File: config.mk
export PLATFORM = sky130hd
export DESIGN_NAME = first_unique_symbol_stream_top
export DESIGN_NICKNAME = d
export VERILOG_FILES = /design/src/hw/rtl/fus_pkg.sv /design/src/hw/rtl/first_unique_symbol_stream_top.sv /design/src/hw/rtl/fus_cnt_mem.sv
export VERILOG_INCLUDE_DIRS = /design/src /design/src/hw/rtl
export SDC_FILE = /design/constraint.sdc
export NUM_CORES = 1
export LEC_CHECK = 0
export BUFFER_PORTS_ARGS = -buffer_cell sky130_fd_sc_hd__buf_4
export CAP_MARGIN = 5
export CORE_ASPECT_RATIO = 0.75
export CORE_MARGIN = 3
export CORE_UTILIZATION = 50
export CTS_CLUSTER_SIZE = 30
export DETAILED_ROUTE_END_ITERATION = 16
export PLACE_DENSITY = 0.66
export SLEW_MARGIN = 25
export SYNTH_ARGS = -nofsm -noshare
export SYNTH_HDL_FRONTEND = slang
export SYNTH_SLANG_ARGS = --single-unit
File: constraint.sdc
create_clock -name clk -period 2.6 [get_ports clk]
set_clock_uncertainty 0.1 [all_clocks]
set_input_delay 0.52 -clock clk [delete_from_list [all_inputs] [get_ports clk]]
set_output_delay 0.52 -clock clk [all_outputs]
set_load 0.02 [all_outputs]
File: src/hw/rtl/first_unique_symbol_stream_top_assert.svh
// Assertion macros for the first unique symbol stream block.
`ifndef FIRST_UNIQUE_SYMBOL_STREAM_TOP_ASSERT_SVH
`define FIRST_UNIQUE_SYMBOL_STREAM_TOP_ASSERT_SVH

// Same-cycle check: when ante holds, cons must hold too.
`define FUS_ASSERT_NOW(label, ante, cons, msg) \
    label: assert property (@(posedge clk) disable iff (!rst_n) (ante) |-> (cons)) \
        else $error(msg);

// Next-cycle check: when ante holds, cons must hold in the next cycle.
`define FUS_ASSERT_NEXT(label, ante, cons, msg) \
    label: assert property (@(posedge clk) disable iff (!rst_n) (ante) |=> (cons)) \
        else $error(msg);

`endif

File: src/hw/rtl/fus_pkg.sv
// Shared constants and types for the first unique symbol stream block.
package fus_pkg;

    localparam int ALPHABET = 26;
    localparam int SYM_W    = 5;
    localparam int IDX_W    = $clog2(ALPHABET);
    localparam int FILL_W   = $clog2(ALPHABET + 1);
    localparam int CNT_W    = 2;

    // saturating occurrence count codes
    localparam logic [CNT_W-1:0] CNT_NONE = 2'd0;
    localparam logic [CNT_W-1:0] CNT_ONCE = 2'd1;
    localparam logic [CNT_W-1:0] CNT_MANY = 2'd2;

    // command bundle for the count memory
    typedef struct packed {
        logic             clr;
        logic             rd_en;
        logic [IDX_W-1:0] rd_addr;
        logic             wr_en;
        logic [IDX_W-1:0] wr_addr;
        logic [CNT_W-1:0] wr_data;
    } cnt_cmd_t;

endpackage

File: src/hw/rtl/first_unique_symbol_stream_top.sv
// First unique symbol stream: top level with arrival queue and control sequencer.
//
// Each input transaction carries one symbol (0 for a through 25 for z) and a
// start_req flag that clears all counts and the queue before the symbol is
// handled. Each input transaction yields exactly one output transaction:
// found = 1 with first_unique = the earliest symbol of the current stream
// seen exactly once, or found = 0 with first_unique = 0. Symbols of 26 and up
// change nothing and just report the current answer. An item is first
// accepted and its count read from the count memory; then the count is
// written back, new symbols are appended to the queue and the result is
// formed. When the symbol repeats the current queue head, the head is dropped
// in that update step at no extra cost. Every further queue entry that has to
// be checked then goes through a queue memory read, a count memory read and a
// compare. Each symbol is dropped at most once per stream. If the output
// register is still held by res_stall when a result is ready, the result waits
// in a holding register with the input stalled. It moves to the output
// register at the same edge at which the old result is taken, so the wait
// lasts exactly as long as res_stall holds the old result. A new input
// transaction is accepted while the previous result still waits in the output
// register. Both memories have registered reads; the count memory is cleared
// by valid bits, so start_req needs no clearing state of its own.
module first_unique_symbol_stream_top
    import fus_pkg::*;
(
    input  logic             clk,
    input  logic             rst_n,
    input  logic             sym_valid,
    output logic             sym_stall,
    input  logic [SYM_W-1:0] letter,
    input  logic             start_req,
    output logic             res_valid,
    input  logic             res_stall,
    output logic             found,
    output logic [SYM_W-1:0] first_unique
);

    typedef enum logic [2:0] {
        S_IDLE,
        S_UPD,
        S_QRD,
        S_QCHK,
        S_CCHK,
        S_EMIT
    } state_t;

    function automatic logic [IDX_W-1:0] ring_next(input logic [IDX_W-1:0] idx);
        ring_next = (idx == IDX_W'(ALPHABET - 1)) ? '0 : idx + 1'b1;
    endfunction

    state_t            state_reg, state_next;
    logic [SYM_W-1:0]  sym_reg, sym_next;
    logic              in_range_reg, in_range_next;
    logic [IDX_W-1:0]  head_reg, head_next;
    logic [IDX_W-1:0]  tail_reg, tail_next;
    logic [FILL_W-1:0] fill_reg, fill_next;
    logic [SYM_W-1:0]  head_sym_reg, head_sym_next;
    logic              res_found_reg, res_found_next;
    logic [SYM_W-1:0]  res_sym_reg, res_sym_next;
    logic              out_valid_reg, out_valid_next;
    logic              found_reg, found_next;
    logic [SYM_W-1:0]  uniq_reg, uniq_next;

    // arrival-ordered queue of first occurrences
    logic [SYM_W-1:0]  queue_mem [ALPHABET];
    logic [SYM_W-1:0]  qdata_reg;
    logic              q_wr_en;
    logic              q_rd_en;

    cnt_cmd_t          cnt_cmd;
    logic [CNT_W-1:0]  cnt_rd_data;

    logic              acc;
    logic              out_free;
    logic              fin;
    logic              fin_found;
    logic [SYM_W-1:0]  fin_sym;

    fus_cnt_mem u_cnt_mem (
        .clk     (clk),
        .rst_n   (rst_n),
        .cmd     (cnt_cmd),
        .rd_data (cnt_rd_data)
    );

    assign sym_stall = (state_reg != S_IDLE);
    assign acc       = sym_valid && !sym_stall;
    assign out_free  = !out_valid_reg || !res_stall;

    always_ff @(posedge clk)
    begin
        if (q_wr_en)
        begin
            queue_mem[tail_reg] <= sym_reg;
        end
        if (q_rd_en)
        begin
            qdata_reg <= queue_mem[head_reg];
        end
    end

    always_comb
    begin
        state_next     = state_reg;
        sym_next       = sym_reg;
        in_range_next  = in_range_reg;
        head_next      = head_reg;
        tail_next      = tail_reg;
        fill_next      = fill_reg;
        head_sym_next  = head_sym_reg;
        res_found_next = res_found_reg;
        res_sym_next   = res_sym_reg;
        found_next     = found_reg;
        uniq_next      = uniq_reg;
        out_valid_next = (out_valid_reg && !res_stall) ? 1'b0 : out_valid_reg;
        cnt_cmd        = '0;
        q_wr_en        = 1'b0;
        q_rd_en        = 1'b0;
        fin            = 1'b0;
        fin_found      = 1'b0;
        fin_sym        = '0;

        case (state_reg)
            S_IDLE:
            begin
                if (acc)
                begin
                    sym_next       = letter;
                    in_range_next  = (int'(letter) < ALPHABET);
                    cnt_cmd.clr    = start_req;
                    cnt_cmd.rd_en  = (int'(letter) < ALPHABET);
                    cnt_cmd.rd_addr = IDX_W'(letter);
                    if (start_req)
                    begin
                        head_next = '0;
                        tail_next = '0;
                        fill_next = '0;
                    end
                    state_next = S_UPD;
                end
            end

            S_UPD:
            begin
                if (in_range_reg)
                begin
                    cnt_cmd.wr_en   = 1'b1;
                    cnt_cmd.wr_addr = IDX_W'(sym_reg);
                    cnt_cmd.wr_data = (cnt_rd_data == CNT_NONE) ? CNT_ONCE : CNT_MANY;
                end
                if (in_range_reg && cnt_rd_data == CNT_NONE)
                begin
                    // first occurrence: append, becomes head if queue was empty
                    if (fill_reg < FILL_W'(ALPHABET))
                    begin
                        q_wr_en   = 1'b1;
                        tail_next = ring_next(tail_reg);
                        fill_next = fill_reg + 1'b1;
                        if (fill_reg == '0)
                        begin
                            head_sym_next = sym_reg;
                        end
                    end
                    fin       = 1'b1;
                    fin_found = 1'b1;
                    fin_sym   = (fill_reg == '0) ? sym_reg : head_sym_reg;
                end
                else if (in_range_reg && fill_reg != '0 && sym_reg == head_sym_reg)
                begin
                    // head repeated: drop it and scan for the next unique one
                    head_next = ring_next(head_reg);
                    fill_next = fill_reg - 1'b1;
                    if (fill_reg == FILL_W'(1))
                    begin
                        fin = 1'b1;
                    end
                    else
                    begin
                        state_next = S_QRD;
                    end
                end
                else
                begin
                    fin       = 1'b1;
                    fin_found = (fill_reg != '0);
                    fin_sym   = head_sym_reg;
                end
            end

            S_QRD:
            begin
                q_rd_en    = 1'b1;
                state_next = S_QCHK;
            end

            S_QCHK:
            begin
                cnt_cmd.rd_en   = 1'b1;
                cnt_cmd.rd_addr = IDX_W'(qdata_reg);
                state_next      = S_CCHK;
            end

            S_CCHK:
            begin
                if (cnt_rd_data > CNT_ONCE)
                begin
                    head_next = ring_next(head_reg);
                    fill_next = fill_reg - 1'b1;
                    if (fill_reg == FILL_W'(1))
                    begin
                        fin = 1'b1;
                    end
                    else
                    begin
                        state_next = S_QRD;
                    end
                end
                else
                begin
                    head_sym_next = qdata_reg;
                    fin           = 1'b1;
                    fin_found     = 1'b1;
                    fin_sym       = qdata_reg;
                end
            end

            S_EMIT:
            begin
                if (out_free)
                begin
                    out_valid_next = 1'b1;
                    found_next     = res_found_reg;
                    uniq_next      = res_sym_reg;
                    state_next     = S_IDLE;
                end
            end

            default:
            begin
                state_next = S_IDLE;
            end
        endcase

        // result goes straight to the output register when it is free
        if (fin)
        begin
            if (out_free)
            begin
                out_valid_next = 1'b1;
                found_next     = fin_found;
                uniq_next      = fin_found ? fin_sym : '0;
                state_next     = S_IDLE;
            end
            else
            begin
                res_found_next = fin_found;
                res_sym_next   = fin_found ? fin_sym : '0;
                state_next     = S_EMIT;
            end
        end
    end

    always_ff @(posedge clk or negedge rst_n)
    begin
        if (!rst_n)
        begin
            state_reg     <= S_IDLE;
            sym_reg       <= '0;
            in_range_reg  <= 1'b0;
            head_reg      <= '0;
            tail_reg      <= '0;
            fill_reg      <= '0;
            head_sym_reg  <= '0;
            res_found_reg <= 1'b0;
            res_sym_reg   <= '0;
            out_valid_reg <= 1'b0;
            found_reg     <= 1'b0;
            uniq_reg      <= '0;
        end
        else
        begin
            state_reg     <= state_next;
            sym_reg       <= sym_next;
            in_range_reg  <= in_range_next;
            head_reg      <= head_next;
            tail_reg      <= tail_next;
            fill_reg      <= fill_next;
            head_sym_reg  <= head_sym_next;
            res_found_reg <= res_found_next;
            res_sym_reg   <= res_sym_next;
            out_valid_reg <= out_valid_next;
            found_reg     <= found_next;
            uniq_reg      <= uniq_next;
        end
    end

    assign res_valid    = out_valid_reg;
    assign found        = found_reg;
    assign first_unique = uniq_reg;

`include "first_unique_symbol_stream_top_assert.svh"

    // queue never holds more than one entry per symbol
    `FUS_ASSERT_NOW(a_fill_bound, 1'b1, fill_reg <= FILL_W'(ALPHABET), "queue fill overflow")
    // an empty queue has its read and write pointers together
    `FUS_ASSERT_NOW(a_empty_ptrs, fill_reg == '0, head_reg == tail_reg, "empty queue pointers differ")
    // a "none" answer always carries a zero symbol
    `FUS_ASSERT_NOW(a_none_zero, res_valid && !found, first_unique == '0, "none result not zero")
    // an accepted transaction always proceeds to the count update
    `FUS_ASSERT_NEXT(a_acc_upd, acc, state_reg == S_UPD, "accept did not start update")

endmodule

File: src/hw/rtl/fus_cnt_mem.sv
// Per-symbol count memory with registered reads and valid bits for clearing.
module fus_cnt_mem
    import fus_pkg::*;
(
    input  logic             clk,
    input  logic             rst_n,
    input  cnt_cmd_t         cmd,
    output logic [CNT_W-1:0] rd_data
);

    logic [CNT_W-1:0]    mem [ALPHABET];
    logic [ALPHABET-1:0] vld_reg;
    logic [CNT_W-1:0]    data_reg;
    logic                hit_reg;

    always_ff @(posedge clk)
    begin
        if (cmd.wr_en)
        begin
            mem[cmd.wr_addr] <= cmd.wr_data;
        end
        if (cmd.rd_en)
        begin
            data_reg <= mem[cmd.rd_addr];
        end
    end

    // a clear in the read cycle makes the read return zero
    always_ff @(posedge clk or negedge rst_n)
    begin
        if (!rst_n)
        begin
            vld_reg <= '0;
            hit_reg <= 1'b0;
        end
        else
        begin
            if (cmd.clr)
            begin
                vld_reg <= '0;
            end
            else if (cmd.wr_en)
            begin
                vld_reg[cmd.wr_addr] <= 1'b1;
            end
            if (cmd.rd_en)
            begin
                hit_reg <= vld_reg[cmd.rd_addr] & ~cmd.clr;
            end
        end
    end

    assign rd_data = hit_reg ? data_reg : CNT_NONE;

endmodule
## Yosys cells after proc, flatten, opt, wreduce, memory -nomap -nowiden

Memories as Yosys holds them, arrays and structs flattened. A register that Yosys moved wholly into a read port is not among the register bits.
Cells that the tools add are included.

| operators by class | value |
|---|---|
| add/subtract/negate cells | 4 |
| magnitude comparators | 6 |
| equal/unequal tests | 24 |
| muxes and demuxes | 78 |
| bitwise logic cells | 4 |
| reduce and logical (&&, ||, !) cells | 26 |

Operators with widths:

| cell | count |
|---|---|
| 5-bit 2-to-1 mux | 25 |
| 26-bit 2-to-1 mux | 2 |
| 5-bit case mux with 2 select lines | 3 |
| 5-bit case mux with 3 select lines | 2 |
| 1-bit 2-to-1 mux | 27 |
| 26-bit OR | 1 |
| 3-bit 2-to-1 mux | 8 |
| 3-bit inequality test, second input constant | 7 |
| 3-bit case mux with 6 select lines | 1 |
| 8-bit 2-to-1 mux | 2 |
| 2-bit inequality test, second input constant | 8 |
| 5-bit by 1-bit adder with 5-bit output, second input constant | 3 |
| 5-bit by 6-bit less-than comparator with 1-bit output, second input constant | 2 |
| 6-bit case mux with 2 select lines | 1 |
| 6-bit AND reduction | 2 |
| 5-bit == test, second input constant | 2 |
| 5-bit less-than comparator, second input constant | 2 |
| 5-bit AND reduction | 2 |
| 7-bit 2-to-1 mux | 1 |
| 3-bit by 2-bit == test with 1-bit output, second input constant | 2 |
| 3-bit == test, second input constant | 2 |
| 1-bit logical AND | 6 |
| 2-bit nonzero test | 3 |
| 3-bit nonzero test | 2 |
| 20 further kinds | 26 |

| storage, ports and cells | value |
|---|---|
| flip-flop bits (word level) | 69 |
| memory bits (writable) | 182 |
| input bits | 10 |
| output and inout bits | 8 |
| word-level logic and storage cells | 158 |
| memories | 2 |

Memories:

| memory | depth | width | read ports | clocked after Yosys merged registers in | wr ports | line | RTL |
|---|---|---|---|---|---|---|---|
| queue_mem | 26 | 5 | 1 | 1 | 1 | first_unique_symbol_stream_top.sv:64 | `logic [SYM_W-1:0] queue_mem [ALPHABET];` |
| u_cnt_mem.mem | 26 | 2 | 1 | 1 | 1 | fus_cnt_mem.sv:11 | `logic [CNT_W-1:0] mem [ALPHABET];` |

## Logic depth before layout (Yosys ltp)

| depth | value |
|---|---|
| depth in word-level cells | 12 |
| depth in mapped cells | 9 |
| mapped depth without buffers | 8 |

## Cells and area by module

A second synthesis with hierarchy kept.

| unflattened totals | value |
|---|---|
| cells, all modules | 818 |
| area total of the unflattened synthesis | 11708.7 µm² |

By module, submodules not included:

| module | times used | cells each | area an instance (µm²) | seq. area each (µm²) |
|---|---|---|---|---|
| first_unique_symbol_stream_top | 1 | 563 | 8197.9 | 5104.9 |
| fus_cnt_mem | 1 | 255 | 3510.9 | 2297.2 |

## Worst setup path before layout

OpenSTA, ideal clock, no wires.

| timing path | value |
|---|---|
| kind | register to register |
| start | register head_reg[0] |
| end | register qdata_reg[0] (read register of queue_mem) (data pin) |
| library setup time | 0.260 ns |
| arrival | 2.014 ns |
| data required time | 2.240 ns |
| slack | 0.226 ns |
| stages on the path, launching flop included | 6 |
| path buffers | 2 |
| period minus slack after synthesis | 2.374 ns |
| path through | dfrtp_1 > buf_4 > buf_4 > mux4_2 > mux4_2 > mux2_2 |

RTL lines:

| element | line | RTL |
|---|---|---|
| from (decl) | first_unique_symbol_stream_top.sv:53 | `logic [IDX_W-1:0] head_reg, head_next;` |
| from (signal assigned) | first_unique_symbol_stream_top.sv:284 | `head_reg <= head_next;` |
| to (decl) | first_unique_symbol_stream_top.sv:65 | `logic [SYM_W-1:0] qdata_reg;` |

## Final worst setup path

| timing path | value |
|---|---|
| start | register state_reg[1] |
| end | register u_cnt_mem.data_reg[0] (read register of u_cnt_mem.mem) (data pin) |

| on the way | value |
|---|---|
| word-level cells in the longest chain between the ends | 5 |
| elaborated cells between the ends (all ways) | 7 |
| those cells by class | eq/ne: 1; mux: 2; reduce/logical: 4 |

RTL lines:

| element | line | RTL |
|---|---|---|
| from (decl) | first_unique_symbol_stream_top.sv:50 | `state_t state_reg, state_next;` |
| from (signal assigned) | first_unique_symbol_stream_top.sv:281 | `state_reg <= state_next;` |
| 3-bit nonzero test | first_unique_symbol_stream_top.sv:85 | `assign sym_stall = (state_reg != S_IDLE);` |
| 1-bit zero test | first_unique_symbol_stream_top.sv:86 | `assign acc = sym_valid && !sym_stall;` |
| 1-bit logical AND | first_unique_symbol_stream_top.sv:86 |  |
| 7-bit 2-to-1 mux | first_unique_symbol_stream_top.sv:125 | `if (acc)` |
| 6-bit case mux with 2 select lines (*) | first_unique_symbol_stream_top.sv:122 | `case (state_reg)` |
| to (decl) | fus_cnt_mem.sv:13 | `logic [CNT_W-1:0] data_reg;` |

Every way passes the cells marked *; elsewhere a longest branch is shown, timed or not.
A chain may end at the register's enable or synchronous reset.

==> metrics.txt <==
static leakage=4.70 nW; antenna diode count=0; routed wl met3=2070 um; Main synth FF type=edfxtp_1; HPWL after detailed placement=17500 um; WL/cell=21.9 um; critical path type=flop to flop; WL met1=11700 um; clk buf depth=3; synthesized area=11700 um2; Critical Path RT=2.78 ns; EDFF count, synth=189; antenna-violating nets left=0; post-route setup slack=0.110 ns; Max Freq=402 MHz; critical path launch point type=flop; period utilization=95.8%; Hold Vio Cnt, Final=0; TritonCTS clock tree=built; Worst Hold Class=input port to flop; fin nets=907; Synth Register Bits=258; syn_area_per_cell=14.2 um2; vias in the first global route=7362; library cells used by synthesis=72; Min Clock Period, post-route=2.49 ns; Starting DRT DRC Count=721; Post-DP Area=12400 um2; clock tree sinks=258; Peak VDD IR=0.491 mV; yosys warns=0; final setup TNS=0 ns; Core Area=22500 um2; routed wire length on met2=12100 um; worst slack, placed=0.0344 ns; clk slew on worst S/H paths=0.06 ns; grt total ovfl=0; H-tree depth=1; total die area=25200 um2; post-synthesis sequential area ratio=63.5%; Syn Inst Count=821; Pwr Total=14.1 mW; Initial Util=51.9%; WL final=26300 um; max reg flops=130; Total GRT Usage=20.8%; CTS buffer count=25; clock root buffer master=clkbuf_16; Crit. End Element=flop; critical path arrival=2.67 ns; first-pass GRT wire length=41700 um; PD cells=1060 nW/um2; RSZ-0062 raised after global routing=yes; ratio of cells with drive above 1 in the final layout=22.2%; final-report setup violation count=0; outcome=finished, final reports clean; Rel. slew slack=52.9%; post-synthesis net count=841; DRC=0; num ports=18; worst-margin pin slew=0.706 ns; ys async rst share=26.7%; initial antenna violation count=0; # Max-Cap Violations=0; pin count of the biggest net entering global routing=70; vias=7372; Horiz. Die Dim=182 um; final core utilization=59.3%; 1st-pass router iterations=9; RD Place Congestion=0.911; clock latency on the worst-skew pair=0.54 ns; Worst Path Max Fanout=15; Rows=47; Vias/cell=6.14; Die Ht=138 um; count of final max-slew check failures=0; IO Port Bufs=17; Top Metal Used=met4; final instance area=13300 um2; Area Overhead vs Synth=14.2%
repair_timing:
action	4_1_cts	5_1_grt
hold endpoints to repair	0	19
gates resized for setup	0	5
endpoints found under the setup margin	0	16
hold buffers	0	1
buffers inserted	0	3
power by group:
| part | total, mW | internal (mW) | switching, mW |
|---|---|---|---|
| sequential | 5.57 | 5.19 | 0.374 |
| clock | 3.60 | 2.10 | 1.49 |
| combinational | 4.93 | 1.96 | 2.97 |
through the flow:
stage	hold WS [ns]	std cells
after detailed placement	0.374	1149
after global routing	0.149	1200
after global placement	0.374	1149
after floorplan	0.124	821
after CTS	0.0612	1195
final	0.160	1200
synth_stat cells (all sizes together), types with 8 or more instances:
master	n	area share, %
nand4	8	0.43
inv	13	0.42
o21ai	33	1.4
a221oi	9	0.83
o21a	28	1.8
buf	28	1.7
mux4	36	7.0
dfrtp	69	15
edfxtp	189	49
nand3	22	1.1
o31ai	14	0.94
mux2	14	1.4
nor2	73	2.4
clkbuf	21	0.68
a211oi	18	1.2
or2	9	0.50
a21oi	32	1.6
ha	10	1.1
nor3	9	0.43
mux2i	32	2.7
nand2	66	2.1
cells by family after synthesis:
kind of cell,synth area share [%]
simple gates,10.1
mux,11.1
flops,63.5
fa+ha+maj,1.07
xor+xnor,0.451
compound gates,11.1
buf+inv,2.76
final cells by class:
cell class                 instances  area, um2
clock buffer                      31        658
clock inverter                    15        164
fill                            1721       9150
inverter                          13       48.8
multi-input combinational        501       3950
sequential                       258       7400
tap                              294        368
timing repair buffer              88        721
layout by cell type (no fill, tap or decap), drive strengths merged, types with 4 or more instances in the layout:
cell type  count
nand4          8
nor3           9
a221oi         9
edfxtp       189
o21ai         33
nor2          73
dfrtp         69
o211ai         7
a222oi         5
or2            9
ha            10
nand2b         6
nand4bb        5
o31ai         14
nand3         22
a21o           4
mux2          14
clkinv        10
and2           7
inv           14
mux4          36
clkbuf        31
buf           87
o21a          28
or3            4
nand2         66
a21oi         32
xor2           6
a22oi          7
a211oi        18
mux2i         32
worst max-delay path: stages (launching register included):
cell       delay (ns)
dfrtp_1          0.37
buf_4            0.19
nand4bb_2        0.32
a21o_1           0.36
a2111oi_1        0.48
a211oi_1         0.10
o211ai_1         0.20
o211ai_1         0.12
routing by layer:
metal  vias up  track usage, %
met3        45            4.31
met1      3706            31.3
li1       3294               -
met4         0            4.57
met5         -               0
met2       327            31.8
worst paths after layout:
| kind | startpoint | endpoint | slack [ns] | depth (start not counted) |
|---|---|---|---|---|
| min reg2reg | u_cnt_mem.vld_reg[22] | u_cnt_mem.vld_reg[22] | 0.39 | 1 |
| max reg2reg | state_reg[1] | u_cnt_mem.data_reg[0] | 0.11 | 7 |
| min in group asynchronous | rst_n | head_reg[3] | 0.33 | 2 |
| min | letter[3] | sym_reg[3] | 0.16 | 2 |
| max | state_reg[1] | u_cnt_mem.data_reg[0] | 0.11 | 7 |
| max in group asynchronous | rst_n | state_reg[0] | 1.52 | 3 |
No activity file was read; power rests on OpenSTA's default activity.
